--- config.mk ---
export PLATFORM = sky130hd
export DESIGN_NAME = bpc_skid
export DESIGN_NICKNAME = d
export VERILOG_FILES = /design/src/bpc_pkg.sv /design/src/bpc_skid.sv
export SDC_FILE = /design/constraint.sdc
export NUM_CORES = 1
export LEC_CHECK = 0
export BUFFER_PORTS_ARGS = -buffer_cell sky130_fd_sc_hd__buf_4
export CORE_UTILIZATION = 55
export CTS_CLUSTER_SIZE = 14
export DETAILED_ROUTE_END_ITERATION = 8
export GPL_ROUTABILITY_DRIVEN = 0
export PLACE_DENSITY_LB_ADDON = 0.25
export SYNTH_ARGS = -nofsm -noshare
export SYNTH_HDL_FRONTEND = slang
export SYNTH_SLANG_ARGS = --single-unit
--- constraint.sdc ---
create_clock -name clk -period 10.2 [get_ports clk]
set_input_delay 1.02 -clock clk [delete_from_list [all_inputs] [get_ports clk]]
set_output_delay 1.02 -clock clk [all_outputs]
set_load 0.02 [all_outputs]
--- src/bpc_pkg.sv ---
// Shared types and constants for the barometric compensation pipeline.
package bpc_pkg;

  // Field widths
  localparam int RAW_W   = 24;                // raw conversion words
  localparam int CAL_W   = 16;                // calibration words
  localparam int DT_W    = RAW_W + 1;         // signed temperature delta
  localparam int MUL_W   = DT_W + CAL_W + 1;  // delta times calibration word
  localparam int SQ_W    = 2 * RAW_W;         // delta squared (never negative)
  localparam int TEMP_W  = 19;                // temperature in 0.01 degC
  localparam int T2_W    = 17;                // second-order temperature term
  localparam int ACC_W   = 40;                // offset and sensitivity
  localparam int LSQ_W   = 36;                // low-temperature squares
  localparam int PL_W    = RAW_W + 20;        // low partial product
  localparam int PH_W    = RAW_W + 21;        // high partial product
  localparam int PROD_W  = 64;                // D1 * SENS
  localparam int X_W     = 44;                // scaled product minus offset
  localparam int PRESS_W = 32;
  localparam int IN_TDATA_W  = 48;
  localparam int OUT_TDATA_W = 56;
  localparam int IDX_W   = 3;

  // Scaling shifts
  localparam int TEMP_SHIFT = 23;
  localparam int OFF_SHIFT  = 7;
  localparam int SENS_SHIFT = 8;
  localparam int T2_SHIFT   = 31;
  localparam int PS_SHIFT   = 21;
  localparam int PF_SHIFT   = 15;

  // Temperature thresholds, 0.01 degC
  localparam int TEMP_REF = 2000;
  localparam int LOW_TEMP = -1500;

  // Rounding biases for signed divide-toward-zero by a power of two
  localparam logic signed [MUL_W-1:0] TEMP_BIAS =
    MUL_W'((64'sd1 <<< TEMP_SHIFT) - 64'sd1);
  localparam logic signed [MUL_W-1:0] OFF_BIAS =
    MUL_W'((64'sd1 <<< OFF_SHIFT) - 64'sd1);
  localparam logic signed [MUL_W-1:0] SENS_BIAS =
    MUL_W'((64'sd1 <<< SENS_SHIFT) - 64'sd1);
  localparam logic signed [PROD_W-1:0] PS_BIAS =
    PROD_W'((64'sd1 <<< PS_SHIFT) - 64'sd1);
  localparam logic signed [X_W-1:0] PF_BIAS =
    X_W'((64'sd1 <<< PF_SHIFT) - 64'sd1);

  // Configuration register indexes
  localparam logic [IDX_W-1:0] REG_SENS_BASE     = 3'd0;
  localparam logic [IDX_W-1:0] REG_OFFSET_BASE   = 3'd1;
  localparam logic [IDX_W-1:0] REG_SENS_TEMPCO   = 3'd2;
  localparam logic [IDX_W-1:0] REG_OFFSET_TEMPCO = 3'd3;
  localparam logic [IDX_W-1:0] REG_REF_TEMP      = 3'd4;
  localparam logic [IDX_W-1:0] REG_TEMP_COEFF    = 3'd5;
  localparam logic [IDX_W-1:0] REG_SO_ENABLE     = 3'd6;

  typedef struct packed {
    logic [CAL_W-1:0] sens_base;
    logic [CAL_W-1:0] offset_base;
    logic [CAL_W-1:0] sens_tempco;
    logic [CAL_W-1:0] offset_tempco;
    logic [CAL_W-1:0] ref_temp;
    logic [CAL_W-1:0] temp_coeff;
    logic             so_en;
  } cal_t;

  // First-order results
  typedef struct packed {
    logic        [RAW_W-1:0]  d1;
    logic signed [TEMP_W-1:0] temp;
    logic signed [ACC_W-1:0]  off;
    logic signed [ACC_W-1:0]  sens;
    logic        [T2_W-1:0]   temp2;
  } first_t;

  // Corrected terms
  typedef struct packed {
    logic        [RAW_W-1:0]  d1;
    logic signed [ACC_W-1:0]  off;
    logic signed [ACC_W-1:0]  sens;
    logic signed [TEMP_W-1:0] temp;
  } corr_t;

  typedef struct packed {
    logic signed [PRESS_W-1:0] pressure;
    logic signed [TEMP_W-1:0]  temperature;
  } res_t;

endpackage

--- src/bpc_skid.sv ---
// Output register with one skid entry; its ready drives the pipeline enable.
module bpc_skid import bpc_pkg::*; (
  input  logic clk,
  input  logic rst_n,
  input  logic in_valid,
  output logic in_ready,
  input  res_t in_data,
  output logic out_valid,
  input  logic out_ready,
  output res_t out_data
);

  logic out_valid_r, out_valid_nxt;
  logic sk_valid_r, sk_valid_nxt;
  res_t out_data_r, out_data_nxt;
  res_t sk_data_r, sk_data_nxt;
  logic push, pop;

  assign in_ready = !sk_valid_r;
  assign push     = in_valid && !sk_valid_r;
  assign pop      = out_valid_r && out_ready;

  always_comb begin
    out_valid_nxt = out_valid_r;
    sk_valid_nxt  = sk_valid_r;
    out_data_nxt  = out_data_r;
    sk_data_nxt   = sk_data_r;
    if (sk_valid_r) begin
      if (pop) begin
        out_data_nxt = sk_data_r;
        sk_valid_nxt = 1'b0;
      end
    end else if (push) begin
      if (out_valid_r && !pop) begin
        sk_data_nxt  = in_data;
        sk_valid_nxt = 1'b1;
      end else begin
        out_data_nxt  = in_data;
        out_valid_nxt = 1'b1;
      end
    end else if (pop) begin
      out_valid_nxt = 1'b0;
    end
  end

  always_ff @(posedge clk) begin
    if (!rst_n) begin
      out_valid_r <= 1'b0;
      sk_valid_r  <= 1'b0;
    end else begin
      out_valid_r <= out_valid_nxt;
      sk_valid_r  <= sk_valid_nxt;
    end
  end

  always_ff @(posedge clk) begin
    out_data_r <= out_data_nxt;
    sk_data_r  <= sk_data_nxt;
  end

  assign out_valid = out_valid_r;
  assign out_data  = out_data_r;

endmodule

# Word-level counts from Yosys, hierarchy flattened
# Cells that the tools add are included.
dict set report word_totals {
  register_bits 104
  input_bits 55
  word_cells 31
}
dict set report classes {
  n_eq_ne 3
  muxes 11
  n_bitwise 1
  n_reduce_logical 10
}
# operator n
set op_table {}
lappend op_table {{$mux W51} 4}
lappend op_table {{$reduce_and A3 Y1} 3}
lappend op_table {{$mux W1} 7}
lappend op_table {{$ne A2 B2 Y1 const B} 2}
lappend op_table {{$reduce_bool A2 Y1} 2}
lappend op_table {{$logic_and A1 B1 Y1} 3}
lappend op_table {{$logic_not A1 Y1} 2}
lappend op_table {{$ne A2 B1 Y1 const B} 1}
lappend op_table {{$not A1 Y1} 1}

# Logic depth before layout (Yosys ltp)
# Gate-level depths: netlist of run 1.
dict set report logic_depth {
  ltp_word 6
  mapped_depth 4
  mapped_depth_nobuf 2
}

# Least setup slack after synthesis of run 1
# Ideal clock, no wire load.
dict set report synth_timing {
  path_type {input to register}
  start {input port in_valid}
  end {register out_data_r (netlist bit out_data[0]) (enable)}
  setup_time_ps 477
  t_arrival_ps 3588
  slack_ps 6136
  cell_stages 2
  path_buffers 0
  cell_sequence {mux2i_1 > a21oi_1}
}
dict set report synth_via {
  elab_chain_len 3
}
# element line_no
set synth_rtl {}
lappend synth_rtl {{start, declared} bpc_skid.sv:5} ;# input logic in_valid,
lappend synth_rtl {{$logic_and A1 B1 Y1} bpc_skid.sv:20} ;# assign push = in_valid && !sk_valid_r;
lappend synth_rtl {{$reduce_bool A2 Y1 (no source line)} -}
lappend synth_rtl {{$reduce_and A3 Y1 (no source line)} -}
lappend synth_rtl {{end signal, assigned} bpc_skid.sv:57} ;# out_data_r <= out_data_nxt;
lappend synth_rtl {{end, declared} bpc_skid.sv:15} ;# res_t out_data_r, out_data_nxt;
# No other way between the ends.
# A chain may end at the register's enable or synchronous reset.

# Final worst setup path of run 1
dict set report layout_timing {
  start {input port out_ready}
  end {register sk_data_r[38] in the netlist's numbering (enable)}
}
dict set report layout_via {
  elab_chain_len 4
}
# element line_no
set layout_rtl {}
lappend layout_rtl {{start, declared} bpc_skid.sv:9} ;# input logic out_ready,
lappend layout_rtl {{$logic_and A1 B1 Y1} bpc_skid.sv:21} ;# assign pop = out_valid_r && out_ready;
lappend layout_rtl {{$logic_not A1 Y1} bpc_skid.sv:34} ;# if (out_valid_r && !pop) begin
lappend layout_rtl {{$logic_and A1 B1 Y1} bpc_skid.sv:34}
lappend layout_rtl {{$reduce_and A3 Y1 (no source line)} -}
lappend layout_rtl {{end signal, assigned} bpc_skid.sv:58} ;# sk_data_r <= sk_data_nxt;
lappend layout_rtl {{end, declared} bpc_skid.sv:16} ;# res_t sk_data_r, sk_data_nxt;
# No other way between the ends.

==> results of run 1 <==
==> sequential cells by signal, indices dropped and copies added (netlist names) <==
| signal | flops |
|---|---|
| out_valid | 1 |
| sk_data_r | 51 |
| sk_valid_r | 1 |
| out_data | 51 |
==> routing by layer <==
layer / global-route usage, % / wire, µm
met5: 0 / 0
met3: 5.74 / 407
met4: 9.24 / 111
met2: 30.1 / 3150
met1: 25.1 / 2870
==> final cells by class <==
cell class                      count  area [µm²]
Sequential cell                   104        3100
Fill cell                         425        1660
Timing Repair Buffer              110         826
Multi-Input combinational cell     60         646
Clock buffer                       11         131
Tap cell                           77        96.3
Clock inverter                      5        56.3
Inverter                            3        11.3
==> logic make-up after synthesis <==
logic type | after synthesis | synth area share (%)
buffers and inverters | 9 | 1.91
AND/OR/NAND/NOR | 4 | 0.690
flip-flops | 104 | 81.5
multiplexers | 52 | 15.3
AO/OA/AOI/OAI | 4 | 0.591
==> critical path: stages <==
cell    delay, ps
buf_4         110
inv_1         100
and4_2        610
buf_4         450
==> where the power goes <==
part	switching [mW]	leakage [nW]	internal (mW)	total, mW
Sequential	0.00837	0.972	0.500	0.508
Clock	0.131	0.0937	0.114	0.244
Combinational	0.0562	0.745	0.0519	0.108
==> worst max-delay path by stage <==
stage,startpoint,to,cells after the start
6_report,out_ready,sk_data_r[38]$_DFFE_PP_,4
2_1_floorplan,in_valid,out_data[0]$_DFFE_PP_,2
4_1_cts,out_ready,sk_data_r[37]$_DFFE_PP_,4
3_3_place_gp,out_ready,sk_data_r[33]$_DFFE_PP_,4
5_1_grt,out_ready,sk_data_r[37]$_DFFE_PP_,4
3_5_place_dp,out_ready,sk_data_r[31]$_DFFE_PP_,4
==> per-stage QoR <==
| step | util, % | hold WS, ps | power, mW | instances | setup WS (ps) |
|---|---|---|---|---|---|
| after detailed placement | 71.7 | 524 | 0.626 | 354 | 7510 |
| after global routing | 74.6 | 569 | 0.893 | 370 | 7800 |
| final | 74.6 | 551 | 0.861 | 370 | 7890 |
| after CTS | 74.6 | 545 | 0.868 | 370 | 7900 |
| after floorplan | - | 508 | 0.575 | 173 | 6140 |
| after global placement | 71.7 | 528 | 0.624 | 354 | 7540 |
==> cell usage in the layout, fill, tap and decap left out <==
cell type     n
and4_2        1
nor2b_1       1
nand2_1       1
buf_4       110
o21ai_1       1
dfxtp_2       1
a211oi_1      1
bufinv_16     1
nand3b_1      1
clkbuf_1      2
clkinvlp_4    1
clkinv_2      2
inv_6         1
a21oi_4       1
clkbuf_8      9
edfxtp_1    102
inv_1         3
dfxtp_1       1
mux2_1        2
a21oi_1       1
mux2_2       49
mux2i_1       1
==> reports/metrics.csv, run 1 <==
stage;metric;value;unit
timing;RSZ-0062 raised after global routing;no;
routing;Starting DRT DRC Count;91;
hold_path;hold path startpoint;sk_data_r[37]$_DFFE_PP_;
synthesis;commonest cells in the synthesized netlist;edfxtp_1 (102), mux2_2 (49), buf_6 (5);
global_route;gr ovfl total;0;
timing;fin crit share;22.6;%
place;Post-Place Cell Area;0.00468;mm²
synthesis;register bit total from synthesis;104;
hold_path;Worst Hold Depth;1;
worst_setup_path;Crit Path Max Fanout;29;
global_route;vias in the first global route;2034;
worst_setup_path;Startpoint Class;primary input;
worst_setup_path;CP endpoint kind;flop;
cts;# hold bufs at CTS;0;
cts;CTS resizes;0;
timing;max_slew headroom;55.6;%
finish;design area;0.00487;mm²
pwr;leakage dissipation;1.81;nW
cts;# clock sinks;104;
finish;n_diodes;0;
global_route;global-route wire length before repair;10300;µm
worst_setup_path;reg2reg end;sk_data_r[38]$_DFFE_PP_;
routing;mean number of vias per cell;5.32;
worst_setup_path;Req. time, crit path;10220;ps
synthesis;number of synthesized flops with an enable pin;102;
die;die width;85.2;µm
die;Die Footprint;0.00726;mm²
cts;CTS H-tree depth;3;
routing;antenna viol nets, final;0;
die;# IOs;108;
synthesis;Synth area leader;edfxtp_1;
timing;Slew Viols, Final;0;
synthesis;register area share after synthesis;81.5;%
worst_setup_path;reg2reg setup slack;8260;ps
cts;Num CTS Buffers;9;
die;Die Ht;85.2;µm
cts;CTS Root Cell;clkbuf_8;
run;number of max-cap violations;0;
finish;P&R area growth vs syn;27.9;%
synthesis;synthesized cell area;0.00381;mm²
global_route;initial antenna violation count;0;
place;hpwl dp;4100;µm
routing;Via Count;1967;
routing;DRC;0;
synthesis;Avg Cell Area, Syn;22.0;µm²
die;core area;0.00653;mm²
synthesis;Synth warnings;0;
place;Port-buffer cells;107;
pwr;power density cells;177;mW/mm²
timing;Fin. Hold Viols;0;
routing;drt wl/cell;17.7;µm
run_status;outcome;finished clean;
die;row cnt;29;
timing;Setup violations, final;0;
finish;share of layout cells above drive strength 1;60.1;%
finish;Layout Nets;343;
timing;setup tns final;0;ps
worst_setup_path;R2R Path Start;out_valid$_SDFFE_PN0P_;
global_route;gr usage total;19.3;%
routing;Pre-Repair DR Iteration Count;4;
cts;Clock Latency Late Sink;350;ps
die;Initial Util;58.3;%
synthesis;post-synthesis cell type count;15;
timing;fmax;433;MHz
hold_path;worst hold endpoint;out_data[37]$_DFFE_PP_;
cts;postcts setup bufs;0;
pwr;Peak VDD IR;0.0938;mV
synthesis;Synth area leaders;edfxtp_1 (80%), mux2_2 (14%), buf_6 (1.5%);
timing;post-layout min period;2310;ps
global_route;pin count of the biggest net entering global routing;52;
synthesis;top-count cell post-synth;edfxtp_1;
worst_setup_path;worst path arrival time;2320;ps
timing;Worst-Margin Slew;665;ps
synthesis;share of the synthesized area in the top cell type;80.4;%
cts;clk buf depth;2;
hold_path;Worst Hold Class;reg2reg;
cts;TritonCTS clock tree;done;
worst_setup_path;Setup CP Type;in2reg;
routing;drt total wl;6540;µm
synthesis;Cells after Synth;173;
synthesis;fraction of registers with async set/reset;0;%
cts;Clock transition at path regs;90;ps
synthesis;ys flop type;edfxtp_1;
timing;setup skew after layout;7.53;ps
worst_setup_path;cells on worst reg2reg path;2;
synthesis;Synth Net Count;228;
(Power assumes the default switching activity.)
==> inputs of run 2 (changes only) <==
CORE_UTILIZATION = 51   (was 55)
clock period = 2.3 ns   (was 10.2 ns; I/O delays follow)
==> run 2 against run 1 <==
Against the previous run:
- non-clock buffer count rose by 3
- hold slack got worse by 500 ps
- global-route usage fell by 2.2 points
- register-to-register slack got worse by 7600 ps
- first-iteration DRC count rose by 21%
- largest cell class unchanged
- highest routed layer unchanged
==> reports/metrics.csv, run 2 (synthesized netlist as in run 1, its figures left out) <==
stage;metric;value;unit;change
worst_setup_path;Setup CP Type;reg2reg;;
pwr;Peak VDD IR;0.413;mV;+340%
routing;antenna viol nets, final;0;;unchanged
die;core area;0.00725;mm²;+11%
finish;Non-Filler Instances;395;;+6.8%
timing;Worst-Margin Slew;567;ps;-98.0 ps
place;Port-buffer cells;107;;unchanged
routing;Via Count;1986;;+0.97%
worst_setup_path;cells on worst reg2reg path;3;;+1
timing;RSZ-0062 raised after global routing;no;;
run_status;outcome;finished clean;;
timing;Setup violations, final;0;;unchanged
cts;clk buf depth;2;;unchanged
finish;Layout Nets;346;;+0.87%
timing;setup skew after layout;10.7;ps;+3.20 ps
cts;# hold bufs at CTS;0;;unchanged
global_route;initial antenna violation count;0;;unchanged
die;row cnt;31;;+6.9%
routing;Top Layer Used;met4;;
finish;P&R area growth vs syn;29.9;%;
run;number of max-cap violations;0;;unchanged
routing;mean number of vias per cell;5.03;;-5.4%
place;Cells after DPL;379;;+7.1%
worst_setup_path;Req. time, crit path;2360;ps;-7860 ps
routing;Met1 Routed Length;2710;µm;-5.7%
hold_path;Worst Hold Depth;1;;unchanged
cts;TritonCTS clock tree;done;;
place;hpwl dp;4300;µm;+4.7%
routing;DRC;0;;unchanged
die;Die Ht;88.4;µm;+3.8%
timing;fin crit share;73.2;%;
die;Die Footprint;0.00782;mm²;+7.7%
finish;commonest non-fill, non-tap cells in the layout;buf_4 (111), edfxtp_1 (102), mux2_2 (49);;
hold_path;Worst Hold Class;in2reg;;
cts;Num CTS Buffers;9;;unchanged
global_route;gr usage total;17.1;%;-2.2 points
routing;DR WL met3;344;µm;-15%
finish;share of layout cells above drive strength 1;60.5;%;+0.40 points
finish;n_diodes;0;;unchanged
cts;CTS H-tree depth;3;;unchanged
routing;Starting DRT DRC Count;110;;+21%
global_route;gr ovfl total;0;;unchanged
pwr;Final Total Pwr;3.83;mW;+350%
timing;setup ws final;617;ps;-7270 ps
pwr;leakage dissipation;1.83;nW;+0.88%
finish;design area;0.00495;mm²;+1.6%
timing;setup tns final;0;ps;unchanged
finish;Final Util;68.2;%;-6.4 points
global_route;vias in the first global route;1987;;-2.3%
global_route;pin count of the biggest net entering global routing;30;;-42%
timing;Fin. Hold Viols;0;;unchanged
worst_setup_path;CP endpoint kind;flop;;
timing;fmax;594;MHz;
pwr;power density cells;775;mW/mm²;+340%
cts;postcts setup bufs;0;;unchanged
place;Post-Place Cell Area;0.00476;mm²;+1.6%
global_route;global-route wire length before repair;9490;µm;-7.7%
die;die width;88.4;µm;+3.8%
cts;# clock sinks;104;;unchanged
timing;final hold slack;51.9;ps;-499 ps
die;Initial Util;52.5;%;-5.8 points
cts;Clock Latency Late Sink;360;ps;about the same
routing;Pre-Repair DR Iteration Count;4;;unchanged
place;post-place setup slack;630;ps;-6880 ps
timing;max_slew headroom;62.1;%;+6.5 points
cts;CTS Root Cell;clkbuf_8;;
timing;post-layout min period;1680;ps;
worst_setup_path;Crit Path Max Fanout;20;;-31%
die;# IOs;108;;unchanged
routing;drt wl/cell;16.3;µm;-7.5%
cts;Clock transition at path regs;100;ps;about the same
routing;drt total wl;6460;µm;-1.2%
timing;Slew Viols, Final;0;;unchanged
finish;commonest non-fill, non-tap cell in the layout;buf_4;;
cts;CTS resizes;0;;unchanged
worst_setup_path;Startpoint Class;flop;;
worst_setup_path;worst path arrival time;1750;ps;-570 ps
routing;met2 routed wirelength;3250;µm;+3.2%
## run 2: cell types whose count changed in the layout (fill, tap and decap cells not counted)
cell / change
buf_12: +2
buf_4: +1
clkinv_2: -1
clkinvlp_4: +2
inv_6: -1
## run 2: metal layers
layer,GRT usage [%],vias to the layer above
met4,8.94,0
li1,-,918
met2,26.9,70
met5,0,-
met1,20.9,988
met3,5.88,10
## run 2: cell type report
type                            instances  area, µm²
Sequential cell                       104       3100
Fill cell                             487       2310
Timing Repair Buffer                  113        873
Multi-Input combinational cell         60        646
Clock buffer                           11        131
Tap cell                               99        124
Clock inverter                          5       57.6
Inverter                                3       11.3
## run 2: final timing paths
check / to / slack, ps / from
hold reg to reg: out_data[0]$_DFFE_PP_ / 550 / sk_data_r[0]$_DFFE_PP_
setup reg to reg: out_data[48]$_DFFE_PP_ / 620 / out_valid$_SDFFE_PN0P_
setup / recovery: out_data[48]$_DFFE_PP_ / 620 / out_valid$_SDFFE_PN0P_
hold / removal: sk_data_r[28]$_DFFE_PP_ / 50 / in_data[28]
## run 2: critical path: stages, from the launching register on
cell and delay, ps:
dfxtp_1 480, mux2i_1 170, a21oi_4 480, buf_12 240
## run 2: power breakdown
part           leakage, nW  switching, mW  internal (mW)
Combinational        0.769          0.251          0.243
Sequential           0.972         0.0356           2.22
Clock               0.0856          0.583          0.502
Total                 1.83          0.869           2.96
==> inputs of run 3 (changes only) <==
clock period = 1.7 ns   (was 2.3 ns; I/O delays follow)
==> run 3 against run 2 <==
Against the previous run:
- routed wire length rose by 11%
- sequential share of layout area decreased by 6.1 points
- sequential power grew 36%
- register-to-register slack worse by 250 ps
- worst setup slack worse by 250 ps
- non-clock buffer count is 51 higher
- power is 41% higher
- cell area is 11% higher
- critical path type unchanged
- largest cell class unchanged
==> reports/metrics.csv, run 3 (synthesized netlist as in run 1, its figures left out) <==
stage;metric;value;unit;change
run_status;outcome;finished clean;;
routing;DR WL met3;447;µm;+30%
pwr;Int Power;4.23;mW;+43%
die;Die Footprint;0.00782;mm²;unchanged
global_route;initial antenna violation count;0;;unchanged
cts;Clock transition at path regs;90;ps;about the same
finish;share of layout cells above drive strength 1;52.2;%;-8.3 points
timing;max_slew headroom;79.6;%;+17 points
pwr;power density cells;988;mW/mm²;+28%
worst_setup_path;Cell Chain, Critical Path;mux2i_1, a21oi_4, buf_4;;
routing;DRC;0;;unchanged
pwr;leakage dissipation;2.06;nW;+13%
place;hpwl dp;4440;µm;+3.3%
timing;Fin. Hold Viols;0;;unchanged
finish;Non-Filler Instances;446;;+13%
cts;Clock Latency Late Sink;350;ps;about the same
routing;drt wl/cell;16.0;µm;-2.0%
pwr;Reg power frac;56.3;%;-2.5 points
finish;filler instances;439;;-9.9%
routing;met2 routed wirelength;3510;µm;+8.0%
cts;Num CTS Buffers;9;;unchanged
worst_setup_path;Startpoint Class;flop;;
timing;Setup violations, final;0;;unchanged
finish;P&R area growth vs syn;43.8;%;
pwr;Clock Power Share;29.6;%;+1.3 points
finish;Final Util;75.5;%;+7.3 points
global_route;gr usage total;19.1;%;+2.0 points
routing;Via Count;2135;;+7.5%
routing;antenna viol nets, final;0;;unchanged
pwr;Sw Ratio;21.9;%;-0.75 points
finish;sequential cell area;0.00311;mm²;about the same
timing;post-layout min period;1330;ps;-349 ps
pwr;Comb power frac;14.2;%;+1.3 points
die;# IOs;108;;unchanged
die;Initial Util;52.5;%;unchanged
cts;CTS Root Cell;clkbuf_8;;
finish;Layout Nets;397;;+15%
routing;Starting DRT DRC Count;76;;-31%
cts;CTS H-tree depth;3;;unchanged
worst_setup_path;Crit Path Max Fanout;23;;+15%
finish;commonest non-fill, non-tap cells in the layout;buf_4 (112), edfxtp_1 (102), dlygate4sd3_1 (50);;
cts;clk buf depth;2;;unchanged
run;number of max-cap violations;0;;unchanged
worst_setup_path;slowest CP cell;dfxtp_2;;
die;core area;0.00725;mm²;unchanged
finish;design area;0.00548;mm²;+11%
place;Post-Place Cell Area;0.00477;mm²;+0.18%
timing;fmax;749;MHz;+26%
global_route;vias in the first global route;2234;;+12%
routing;Pre-Repair DR Iteration Count;6;;+2
die;Die Ht;88.4;µm;unchanged
global_route;global-route wire length before repair;10700;µm;+13%
finish;area of the multi-input gates;646;µm²;unchanged
cts;CTS resizes;0;;unchanged
finish;commonest non-fill, non-tap cell in the layout;buf_4;;
place;post-place setup slack;367;ps;-263 ps
cts;TritonCTS clock tree;done;;
pwr;Peak VDD IR;0.630;mV;+52%
global_route;pin count of the biggest net entering global routing;42;;+40%
cts;# clock sinks;104;;unchanged
timing;RSZ-0062 raised after global routing;no;;
pwr;P_sw;1.19;mW;+37%
worst_setup_path;crit-path max cell delay;410;ps;-70 ps
die;row cnt;31;;unchanged
routing;drt total wl;7140;µm;+11%
timing;Worst-Margin Slew;306;ps;-261 ps
place;Port-buffer cells;107;;unchanged
timing;setup skew after layout;11.3;ps;+0.589 ps
routing;Met1 Routed Length;3020;µm;+12%
worst_setup_path;Req. time, crit path;1730;ps;-630 ps
routing;mean number of vias per cell;4.79;;-4.8%
worst_setup_path;CP endpoint kind;flop;;
pwr;Final Total Pwr;5.41;mW;+41%
place;Cells after DPL;380;;+0.26%
worst_setup_path;Setup CP Type;reg2reg;;
routing;Top Layer Used;met4;;
hold_path;Worst Hold Class;in2reg;;
finish;n_diodes;0;;unchanged
timing;Slew Viols, Final;0;;unchanged
global_route;gr ovfl total;0;;unchanged
timing;setup ws final;365;ps;-251 ps
worst_setup_path;worst path arrival time;1360;ps;-390 ps
die;die width;88.4;µm;unchanged
timing;fin crit share;78.5;%;+5.3 points
[run 3: per-layer routing]
| layer | track usage [%] | vias to the layer above |
|---|---|---|
| met5 | 0 | - |
| met4 | 9.53 | 0 |
| met3 | 5.60 | 15 |
| met2 | 30.9 | 77 |
| met1 | 23.6 | 1020 |
| li1 | - | 1023 |
[run 3: worst paths after layout]
path,startpoint,endpoint,slack (ps),cells after the start
worst min-delay path,in_data[48],sk_data_r[48]$_DFFE_PP_,20,1
worst min register to register,out_valid$_SDFFE_PN0P_,out_valid$_SDFFE_PN0P_,520,2
worst max register to register,out_valid$_SDFFE_PN0P_,out_data[48]$_DFFE_PP_,370,3
worst max-delay path,out_valid$_SDFFE_PN0P_,out_data[48]$_DFFE_PP_,370,3
[run 3: area by class of cell]
type | count | share of cell area, %
clock buffer | 10 | 2.33
clock inverter | 6 | 1.51
inverter | 3 | 0.206
tap | 99 | 2.26
timing repair buffer | 164 | 25.2
multi-input combinational | 60 | 11.8
sequential | 104 | 56.7
[run 3: stage by stage]
stage	setup TNS, ps	hold slack, ps
4_1_cts	0	0.579
2_1_floorplan	-28580	267
3_3_place_gp	0	357
6_report	0	22.7
5_1_grt	0	0.862
3_5_place_dp	0	359
[run 3: repair_timing]
action | in CTS | in global routing
hold buffers | 47 | 3
buffers inserted | 0 | 0
hold endpoints to repair | 47 | 3
[run 3: critical path, delay by kind of cell (launching register included)]
kind            cells  cell delay [ps]
mux                 1              130
compound gates      1              150
buf+inv             1              320
flops               1              410
[run 3: power groups by stage]
stage	Combinational (mW)	Clock [mW]	Sequential, mW
global route	0.820	1.73	3.06
finish	0.768	1.60	3.05
floorplan	0.204	0	3.24
detailed placement	0.678	0	3.10
CTS	0.767	1.65	3.05
global placement	0.664	0	3.10
